`config.mk`:
```
export PLATFORM = sky130hd
export DESIGN_NAME = rational_add_multiply_unit
export DESIGN_NICKNAME = d
export VERILOG_FILES = /design/src/sv/ramu_pkg.sv /design/src/sv/ramu_gcd.sv /design/src/sv/ramu_div.sv /design/src/sv/ramu_dpath.sv /design/src/sv/ramu_ctrl.sv /design/src/sv/rational_add_multiply_unit.sv
export SDC_FILE = /design/constraint.sdc
export NUM_CORES = 2
export LEC_CHECK = 0
export BUFFER_PORTS_ARGS = -buffer_cell sky130_fd_sc_hd__buf_2
export CORE_MARGIN = 3
export CORE_UTILIZATION = 54
export DETAILED_ROUTE_END_ITERATION = 7
export PLACE_DENSITY = 0.69
export SLEW_MARGIN = 20
export SYNTH_ARGS = -nofsm -noshare
export SYNTH_HDL_FRONTEND = slang
export SYNTH_SLANG_ARGS = --single-unit
```
`constraint.sdc`:
```
create_clock -name clk -period 32.1 [get_ports clk]
set_input_delay 3.21 -clock clk [delete_from_list [all_inputs] [get_ports clk]]
set_output_delay 3.21 -clock clk [all_outputs]
set_load 0.01 [all_outputs]
```
`src/sv/ramu_pkg.sv`:
```
`timescale 1ns / 1ps
package ramu_pkg;

	// data width of every operand and intermediate kept after overflow checks
	localparam int DATA_W = 32;
	localparam int PROD_W = 2 * DATA_W;
	localparam int IN_TDATA_W = 136;
	localparam int OUT_TDATA_W = 72;

	// datapath commands
	localparam logic [3:0] CMD_NONE    = 4'd0;
	localparam logic [3:0] CMD_LOAD    = 4'd1;
	localparam logic [3:0] CMD_GCD_DEN = 4'd2;
	localparam logic [3:0] CMD_DIV_FA  = 4'd3;
	localparam logic [3:0] CMD_DIV_FB  = 4'd4;
	localparam logic [3:0] CMD_MUL_XA  = 4'd5;
	localparam logic [3:0] CMD_MUL_XB  = 4'd6;
	localparam logic [3:0] CMD_MUL_DEN = 4'd7;
	localparam logic [3:0] CMD_COMB    = 4'd8;
	localparam logic [3:0] CMD_GCD_RES = 4'd9;
	localparam logic [3:0] CMD_DIV_NUM = 4'd10;
	localparam logic [3:0] CMD_DIV_DEN = 4'd11;
	localparam logic [3:0] CMD_OUT     = 4'd12;

	typedef struct packed {
		logic [3:0] op;
	} cmd_t;

	typedef struct packed {
		logic ovf;
		logic mul;
		logic gcd_done;
		logic div_done;
	} status_t;

endpackage

```
`src/sv/ramu_gcd.sv`:
```
`timescale 1ns / 1ps
module ramu_gcd (
	input  logic                          clk,
	input  logic                          arst_n,
	input  logic                          start,
	input  logic [ramu_pkg::DATA_W-1:0]   a,
	input  logic [ramu_pkg::DATA_W-1:0]   b,
	output logic                          done,
	output logic [ramu_pkg::DATA_W-1:0]   result
);

	localparam logic [1:0] PH_DONE   = 2'd0;
	localparam logic [1:0] PH_TWOS   = 2'd1;
	localparam logic [1:0] PH_REDUCE = 2'd2;

	logic [1:0]                    phase_q;
	logic [ramu_pkg::DATA_W-1:0]   p_q;
	logic [ramu_pkg::DATA_W-1:0]   q_q;
	logic [$clog2(ramu_pkg::DATA_W)-1:0] sh_q;

	// one binary gcd step per cycle
	always_ff @(posedge clk or negedge arst_n) begin
		if (!arst_n) begin
			phase_q <= PH_DONE;
		end else if (start) begin
			if (a == '0 || b == '0) begin
				phase_q <= PH_DONE;
			end else begin
				phase_q <= PH_TWOS;
			end
		end else begin
			case (phase_q)
				PH_TWOS: begin
					if (p_q[0] || q_q[0]) begin
						phase_q <= PH_REDUCE;
					end
				end
				PH_REDUCE: begin
					if (p_q[0] && q_q[0] && p_q == q_q) begin
						phase_q <= PH_DONE;
					end
				end
				default: phase_q <= PH_DONE;
			endcase
		end
	end

	always_ff @(posedge clk) begin
		if (start) begin
			sh_q <= '0;
			if (a == '0) begin
				p_q <= b;
			end else begin
				p_q <= a;
			end
			q_q <= b;
		end else if (phase_q == PH_TWOS) begin
			if (!p_q[0] && !q_q[0]) begin
				p_q  <= p_q >> 1;
				q_q  <= q_q >> 1;
				sh_q <= sh_q + 1'b1;
			end
		end else if (phase_q == PH_REDUCE) begin
			if (!p_q[0]) begin
				p_q <= p_q >> 1;
			end else if (!q_q[0]) begin
				q_q <= q_q >> 1;
			end else if (p_q > q_q) begin
				p_q <= p_q - q_q;
			end else if (q_q > p_q) begin
				q_q <= q_q - p_q;
			end
		end
	end

	assign done   = (phase_q == PH_DONE);
	assign result = p_q << sh_q;

endmodule

```
`src/sv/ramu_div.sv`:
```
`timescale 1ns / 1ps
module ramu_div (
	input  logic                          clk,
	input  logic                          arst_n,
	input  logic                          start,
	input  logic [ramu_pkg::DATA_W-1:0]   dividend,
	input  logic [ramu_pkg::DATA_W-1:0]   divisor,
	output logic                          done,
	output logic [ramu_pkg::DATA_W-1:0]   quotient
);

	localparam int CNT_W = $clog2(ramu_pkg::DATA_W + 1);

	logic                          busy_q;
	logic [CNT_W-1:0]              cnt_q;
	logic [ramu_pkg::DATA_W-1:0]   rem_q;
	logic [ramu_pkg::DATA_W-1:0]   quo_q;
	logic [ramu_pkg::DATA_W-1:0]   div_q;
	logic [ramu_pkg::DATA_W:0]     shifted;
	logic [ramu_pkg::DATA_W:0]     trial;

	// restoring division, one quotient bit per cycle
	assign shifted = {rem_q, quo_q[ramu_pkg::DATA_W-1]};
	assign trial   = shifted - {1'b0, div_q};

	always_ff @(posedge clk or negedge arst_n) begin
		if (!arst_n) begin
			busy_q <= 1'b0;
			cnt_q  <= '0;
		end else if (start) begin
			busy_q <= 1'b1;
			cnt_q  <= CNT_W'(ramu_pkg::DATA_W);
		end else if (busy_q) begin
			cnt_q <= cnt_q - 1'b1;
			if (cnt_q == CNT_W'(1)) begin
				busy_q <= 1'b0;
			end
		end
	end

	always_ff @(posedge clk) begin
		if (start) begin
			rem_q <= '0;
			quo_q <= dividend;
			div_q <= divisor;
		end else if (busy_q) begin
			if (!trial[ramu_pkg::DATA_W]) begin
				rem_q <= trial[ramu_pkg::DATA_W-1:0];
				quo_q <= {quo_q[ramu_pkg::DATA_W-2:0], 1'b1};
			end else begin
				rem_q <= shifted[ramu_pkg::DATA_W-1:0];
				quo_q <= {quo_q[ramu_pkg::DATA_W-2:0], 1'b0};
			end
		end
	end

	assign done     = !busy_q;
	assign quotient = quo_q;

endmodule

```
`src/sv/ramu_dpath.sv`:
```
`timescale 1ns / 1ps
module ramu_dpath (
	input  logic                                clk,
	input  logic                                arst_n,
	input  ramu_pkg::cmd_t                      cmd,
	output ramu_pkg::status_t                   status,
	input  logic [ramu_pkg::IN_TDATA_W-1:0]     in_data,
	input  logic                                in_kind,
	output logic [ramu_pkg::OUT_TDATA_W-1:0]    out_data,
	output logic                                out_ovf
);

	localparam int W = ramu_pkg::DATA_W;

	logic [W-1:0]   na_q, da_q, nb_q, db_q;
	logic           sa_q, sb_q, mul_q, ovf_q, sign_q;
	logic [W-1:0]   fa_q, fb_q, num_q, rnum_q;
	logic [ramu_pkg::PROD_W-1:0] xa_q, xb_q, den_q;
	logic           res_neg_q, res_ovf_q;
	logic [W-1:0]   res_num_q, res_den_q;

	logic           gcd_start, div_start;
	logic [W-1:0]   gcd_a, gcd_b, gcd_res, div_n, quot;
	logic           gcd_done, div_done;
	logic [W-1:0]   mul_x, mul_y;
	logic [ramu_pkg::PROD_W-1:0] prod;
	logic [W:0]     sum;
	logic           big_hi;

	// operand selection for the shared units
	assign gcd_start = (cmd.op == ramu_pkg::CMD_GCD_DEN) || (cmd.op == ramu_pkg::CMD_GCD_RES);
	assign gcd_a     = (cmd.op == ramu_pkg::CMD_GCD_RES) ? num_q : da_q;
	assign gcd_b     = (cmd.op == ramu_pkg::CMD_GCD_RES) ? den_q[W-1:0] : db_q;

	always_comb begin
		div_start = 1'b1;
		case (cmd.op)
			ramu_pkg::CMD_DIV_FA:  div_n = db_q;
			ramu_pkg::CMD_DIV_FB:  div_n = da_q;
			ramu_pkg::CMD_DIV_NUM: div_n = num_q;
			ramu_pkg::CMD_DIV_DEN: div_n = den_q[W-1:0];
			default: begin
				div_n     = '0;
				div_start = 1'b0;
			end
		endcase
	end

	always_comb begin
		case (cmd.op)
			ramu_pkg::CMD_MUL_XB: begin
				mul_x = nb_q;
				mul_y = fb_q;
			end
			ramu_pkg::CMD_MUL_DEN: begin
				mul_x = da_q;
				mul_y = mul_q ? db_q : fa_q;
			end
			default: begin
				mul_x = na_q;
				mul_y = mul_q ? nb_q : fa_q;
			end
		endcase
	end

	assign prod   = ramu_pkg::PROD_W'(mul_x) * ramu_pkg::PROD_W'(mul_y);
	assign sum    = {1'b0, xa_q[W-1:0]} + {1'b0, xb_q[W-1:0]};
	assign big_hi = (xa_q[ramu_pkg::PROD_W-1:W] != '0) || (den_q[ramu_pkg::PROD_W-1:W] != '0)
		|| (!mul_q && xb_q[ramu_pkg::PROD_W-1:W] != '0);

	ramu_gcd u_gcd (
		.clk    (clk),
		.arst_n (arst_n),
		.start  (gcd_start),
		.a      (gcd_a),
		.b      (gcd_b),
		.done   (gcd_done),
		.result (gcd_res)
	);

	ramu_div u_div (
		.clk      (clk),
		.arst_n   (arst_n),
		.start    (div_start),
		.dividend (div_n),
		.divisor  (gcd_res),
		.done     (div_done),
		.quotient (quot)
	);

	// working registers, written per command
	always_ff @(posedge clk) begin
		case (cmd.op)
			ramu_pkg::CMD_LOAD: begin
				sa_q  <= in_data[0];
				na_q  <= in_data[32:1];
				da_q  <= in_data[64:33];
				sb_q  <= in_data[65];
				nb_q  <= in_data[97:66];
				db_q  <= in_data[129:98];
				mul_q <= in_kind;
				ovf_q <= (in_data[64:33] == '0) || (in_data[129:98] == '0);
			end
			ramu_pkg::CMD_DIV_FB:  fa_q <= quot;
			ramu_pkg::CMD_MUL_XA: begin
				fb_q <= quot;
				xa_q <= prod;
			end
			ramu_pkg::CMD_MUL_XB:  xb_q <= prod;
			ramu_pkg::CMD_MUL_DEN: den_q <= prod;
			ramu_pkg::CMD_COMB: begin
				if (mul_q) begin
					sign_q <= sa_q ^ sb_q;
					num_q  <= xa_q[W-1:0];
					ovf_q  <= ovf_q | big_hi;
				end else if (sa_q == sb_q) begin
					sign_q <= sa_q;
					num_q  <= sum[W-1:0];
					ovf_q  <= ovf_q | big_hi | sum[W];
				end else if (xa_q[W-1:0] > xb_q[W-1:0]) begin
					sign_q <= sa_q;
					num_q  <= xa_q[W-1:0] - xb_q[W-1:0];
					ovf_q  <= ovf_q | big_hi;
				end else begin
					sign_q <= sb_q;
					num_q  <= xb_q[W-1:0] - xa_q[W-1:0];
					ovf_q  <= ovf_q | big_hi;
				end
			end
			ramu_pkg::CMD_DIV_DEN: rnum_q <= quot;
			ramu_pkg::CMD_OUT: begin
				res_ovf_q <= ovf_q;
				res_neg_q <= ovf_q ? 1'b0 : sign_q;
				res_num_q <= ovf_q ? '0 : rnum_q;
				res_den_q <= ovf_q ? W'(1) : quot;
			end
			default: begin
			end
		endcase
	end

	assign status.ovf      = ovf_q;
	assign status.mul      = mul_q;
	assign status.gcd_done = gcd_done;
	assign status.div_done = div_done;

	assign out_data = {7'b0, res_den_q, res_num_q, res_neg_q};
	assign out_ovf  = res_ovf_q;

endmodule

```
`src/sv/ramu_ctrl.sv`:
```
`timescale 1ns / 1ps
module ramu_ctrl (
	input  logic              clk,
	input  logic              arst_n,
	input  logic              in_valid,
	output logic              in_ready,
	output logic              out_valid,
	input  logic              out_ready,
	output ramu_pkg::cmd_t    cmd,
	input  ramu_pkg::status_t status
);

	localparam logic [4:0] S_IDLE = 5'd0;
	localparam logic [4:0] S_G1   = 5'd1;
	localparam logic [4:0] S_G1W  = 5'd2;
	localparam logic [4:0] S_DA   = 5'd3;
	localparam logic [4:0] S_DAW  = 5'd4;
	localparam logic [4:0] S_DB   = 5'd5;
	localparam logic [4:0] S_DBW  = 5'd6;
	localparam logic [4:0] S_MXA  = 5'd7;
	localparam logic [4:0] S_MXB  = 5'd8;
	localparam logic [4:0] S_MDEN = 5'd9;
	localparam logic [4:0] S_COMB = 5'd10;
	localparam logic [4:0] S_G2   = 5'd11;
	localparam logic [4:0] S_G2W  = 5'd12;
	localparam logic [4:0] S_DN   = 5'd13;
	localparam logic [4:0] S_DNW  = 5'd14;
	localparam logic [4:0] S_DD   = 5'd15;
	localparam logic [4:0] S_DDW  = 5'd16;
	localparam logic [4:0] S_FIN  = 5'd17;

	logic [4:0] state_q, state_d;
	logic       out_valid_q;
	logic       out_load;

	// next state and command
	always_comb begin
		state_d = state_q;
		cmd.op  = ramu_pkg::CMD_NONE;
		case (state_q)
			S_IDLE: begin
				if (in_valid) begin
					cmd.op  = ramu_pkg::CMD_LOAD;
					state_d = S_G1;
				end
			end
			S_G1: begin
				if (status.ovf) begin
					state_d = S_FIN;
				end else if (status.mul) begin
					state_d = S_MXA;
				end else begin
					cmd.op  = ramu_pkg::CMD_GCD_DEN;
					state_d = S_G1W;
				end
			end
			S_G1W:  if (status.gcd_done) state_d = S_DA;
			S_DA: begin
				cmd.op  = ramu_pkg::CMD_DIV_FA;
				state_d = S_DAW;
			end
			S_DAW:  if (status.div_done) state_d = S_DB;
			S_DB: begin
				cmd.op  = ramu_pkg::CMD_DIV_FB;
				state_d = S_DBW;
			end
			S_DBW:  if (status.div_done) state_d = S_MXA;
			S_MXA: begin
				cmd.op  = ramu_pkg::CMD_MUL_XA;
				state_d = status.mul ? S_MDEN : S_MXB;
			end
			S_MXB: begin
				cmd.op  = ramu_pkg::CMD_MUL_XB;
				state_d = S_MDEN;
			end
			S_MDEN: begin
				cmd.op  = ramu_pkg::CMD_MUL_DEN;
				state_d = S_COMB;
			end
			S_COMB: begin
				cmd.op  = ramu_pkg::CMD_COMB;
				state_d = S_G2;
			end
			S_G2: begin
				if (status.ovf) begin
					state_d = S_FIN;
				end else begin
					cmd.op  = ramu_pkg::CMD_GCD_RES;
					state_d = S_G2W;
				end
			end
			S_G2W:  if (status.gcd_done) state_d = S_DN;
			S_DN: begin
				cmd.op  = ramu_pkg::CMD_DIV_NUM;
				state_d = S_DNW;
			end
			S_DNW:  if (status.div_done) state_d = S_DD;
			S_DD: begin
				cmd.op  = ramu_pkg::CMD_DIV_DEN;
				state_d = S_DDW;
			end
			S_DDW:  if (status.div_done) state_d = S_FIN;
			S_FIN: begin
				if (!out_valid_q || out_ready) begin
					cmd.op  = ramu_pkg::CMD_OUT;
					state_d = S_IDLE;
				end
			end
			default: state_d = S_IDLE;
		endcase
	end

	assign out_load = (cmd.op == ramu_pkg::CMD_OUT);

	always_ff @(posedge clk or negedge arst_n) begin
		if (!arst_n) begin
			state_q     <= S_IDLE;
			out_valid_q <= 1'b0;
		end else begin
			state_q <= state_d;
			if (out_load) begin
				out_valid_q <= 1'b1;
			end else if (out_ready) begin
				out_valid_q <= 1'b0;
			end
		end
	end

	assign in_ready  = (state_q == S_IDLE);
	assign out_valid = out_valid_q;

endmodule

```
`src/sv/rational_add_multiply_unit.sv`:
```
`timescale 1ns / 1ps
// sequence: an add runs two binary gcd runs and four divisions, a multiply runs one
// binary gcd run and two divisions
// throughput: one beat at a time; the next beat is taken once the result is in the
// output register, which holds it while the next beat is worked on
// the shared gcd unit and the bit-serial divider set the time a beat takes
// reset: arst_n clears the controller and the output valid at once
module rational_add_multiply_unit (
	input  logic                                clk,
	input  logic                                arst_n,
	input  logic                                s_axis_tvalid,
	output logic                                s_axis_tready,
	// a_negative, a_numerator, a_denominator, b_negative, b_numerator, b_denominator
	input  logic [ramu_pkg::IN_TDATA_W-1:0]     s_axis_tdata,
	// req_type
	input  logic                                s_axis_tuser,
	output logic                                m_axis_tvalid,
	input  logic                                m_axis_tready,
	// result_negative, result_numerator, result_denominator
	output logic [ramu_pkg::OUT_TDATA_W-1:0]    m_axis_tdata,
	// overflow
	output logic                                m_axis_tuser
);

	ramu_pkg::cmd_t    cmd;
	ramu_pkg::status_t status;

	ramu_ctrl u_ctrl (
		.clk       (clk),
		.arst_n    (arst_n),
		.in_valid  (s_axis_tvalid),
		.in_ready  (s_axis_tready),
		.out_valid (m_axis_tvalid),
		.out_ready (m_axis_tready),
		.cmd       (cmd),
		.status    (status)
	);

	ramu_dpath u_dpath (
		.clk      (clk),
		.arst_n   (arst_n),
		.cmd      (cmd),
		.status   (status),
		.in_data  (s_axis_tdata),
		.in_kind  (s_axis_tuser),
		.out_data (m_axis_tdata),
		.out_ovf  (m_axis_tuser)
	);

endmodule

```
==> impl_metrics.toml <==
[cells_and_area]
final_layout_size_suffix_gt1_share_pct = 8.058
reg_top3 = "u_dpath.den_q x64, u_dpath.xa_q x64, u_dpath.xb_q x64"
multi_input_area_mm2 = 0.04695
stdcell_count = 9544
final_common_cell = "inv_1"
regArea_mm2 = 0.02055
area_delta_synth_final_pct = 7.854
layout_common_cells = "inv_1, fa_1, nand2_1, nor2_1, edfxtp_1"
final_area_mm2 = 0.07878
fillCellCount = 11650
fin_nets = 9211

[worst_hold_path]
min_delay_path_depth = 2
min_path_type = "reg -> reg"

[global_route]
grt_use_total_pct = 38.61
grt_pass1_wl_um = 395900
grt_pass1_vias = 60210
antenna_found_initial = 6
grt.overflow.total = 0
grt_start_max_net_pins = 135

[setup_path]
critPathKind = "in -> reg"
critPathArrivalTime_ns = 13.71
worst-endpoint-required_ns = 32.51
end_kind = "flip-flop"
critPathMaxStageDelay_ns = 0.85
cp_slowest_cell = "a21o_1"
ff2ff_path_depth = 28
cp_common_cell = "fa_1"
crit_path_max_fanout = 32
startpoint_type = "primary input"

[place]
io_buffers = 202
dp.final_hpwl_um = 205400
placed_area_mm2 = 0.07587
dpl_worst_slack_ns = 18.33
dp_cells = 9394
gp_congestion = 1.042

[cts]
cts_resized = 0
clock_path_buffers = 3
clock_latency_ns = 0.73
cts_root_buffer = "clkbuf_16"
htreeDepth = 3
cts_tree = "done"
hold_buffers = 0
cts_buffers = 78
cts_setup_buffers = 0
cts.clk_slew.worst_paths_ns = 0.06
numClockSinks = 699

[detailed_routing]
avgRoutedWirePerCell_um = 28.43
drtAntennaViolNets = 0
vias = 60660
drtIter0Drc = 7108
firstDrtPassIters = 6
routed_wl_um = 271400
drc = 0
via_per_inst = 6.355

[timing]
rsz0062_at_grt = "false"
setup_slack_ns = 18.80
relSlewSlack_pct = 19.29
fin_crit_sh_pct = 41.44
layout_min_cycle_time_ns = 13.30
setup_viol = 0
skew_ns = 0.06695
max_freq_mhz = 75.17
worst_pin_slew_ns = 1.211
finalMaxSlewViolations = 0
tns_ns = 0
hold_viol_final = 0

[logic_synthesis]
synth_simple_gate_area_share_pct = 14.34
ys.flop_type = "edfxtp_1"
avgSynthCellArea_um2 = 9.470
synthCells = 7713
ys_types = 112
synth_top_family_by_area = "adder cells"
async_flop_share_pct = 2.146
synth-xor-area-share_pct = 2.051
synthAdderAreaFrac_pct = 32.64
synthMuxAreaShare_pct = 1.795
synth-compound-area-share_pct = 13.01
netlist_area_mm2 = 0.07304
yosys_warnings = 0
yosysSeqAreaShare_pct = 28.13
synth-edff-count = 647
yosys_register_bits = 699

[die]
die_w_um = 373.8
coreArea_mm2 = 0.1340
start_util_pct = 54.52
die-area_mm2 = 0.1397
dieHeight_um = 373.8
ios = 216
rows = 134

[flow_run]
cap_violations = 0

[outcome]
status = "finished, final reports clean"
## synthesized netlist by cell type, drive strengths merged, types with 22 or more instances
master	count	area, um2
xor2	55	481.7
or3	30	192.7
dfxtp	37	740.7
a221oi	48	420.4
nor4	82	534.3
nand3	118	600.6
buf	108	565.5
nor2b	96	600.6
o21ai	264	1325
o21bai	55	412.9
fa	902	18060
o31ai	25	192.7
o22ai	29	181.4
nand2b	51	319.1
and2	32	200.2
mux2i	80	804.5
clkbuf	333	1252
a22oi	104	780.8
nand4	60	387.9
o21a	29	217.7
nand2	865	3249
ha	462	5781
a31oi	36	231.5
inv	1079	4050
nor3	64	331.6
a21oi	498	2507
or2	22	137.6
nor2	865	3247
a21o	173	1299
a211oi	56	452.9
and3	48	300.3
edfxtp	647	19430
xnor2	116	1016
## through the flow
stage / utilization [%] / hold WS, ns
after CTS: 58.78 / 0.4925
after global routing: 58.79 / 0.5219
after floorplan: - / 0.4244
after detailed placement: 56.64 / 0.4844
after global placement: 56.63 / 0.4738
final: 58.81 / 0.4955
## routing by layer
metal  vias to the layer above  GRT usage, %  part of all wire, %
met5                         -             0               0.0048
met3                      1047         10.18                   12
met4                         2         26.78                  8.8
met2                      4021         58.18                   43
met1                     29930         48.73                   36
li1                      25660             -                    -
## logic make-up (layout without fill, tap and decap cells)
kind of cell	Yosys count	after routing
and+or+nand+nor	2377	2377
other	1	14
muxes	106	106
AOI/OAI and AO/OA	1474	1474
DFF	699	699
xor gates and xnor gates	171	171
buffers and inverters	1521	1571
adders and majority gates	1364	1364
## worst paths after layout
kind                                   startpoint  slack (ns)                     end
max in group asynchronous                  arst_n       29.29       u_ctrl.state_q[3]
max                                 s_axis_tvalid       18.80        u_dpath.xa_q[52]
max reg2reg                     u_ctrl.state_q[4]       20.54        u_dpath.xa_q[52]
min                        u_dpath.u_div.rem_q[7]        0.50  u_dpath.u_div.rem_q[7]
min in group asynchronous                  arst_n        2.45       u_ctrl.state_q[1]
min reg2reg                u_dpath.u_div.rem_q[7]        0.50  u_dpath.u_div.rem_q[7]
## area by class of cell
class,count,share of cell area [%]
multi-input combinational,5499,59.60
clock inverter,52,1.048
inverter,1080,5.146
antenna,7,0.02224
timing repair buffer,348,2.691
clock buffer,91,2.603
tap,1768,2.808
sequential,699,26.08
## worst max-delay path, delay by kind of cell
kind,cells,cell delay (ns)
buffers and inverters,6,0.67
adders and majority gates,9,4.62
AOI/OAI and AO/OA,13,4.22
and+or+nand+nor,3,0.96
Power is not shown: default switching activity piles up to over one toggle a cycle in this logic, so the estimate is an artifact.
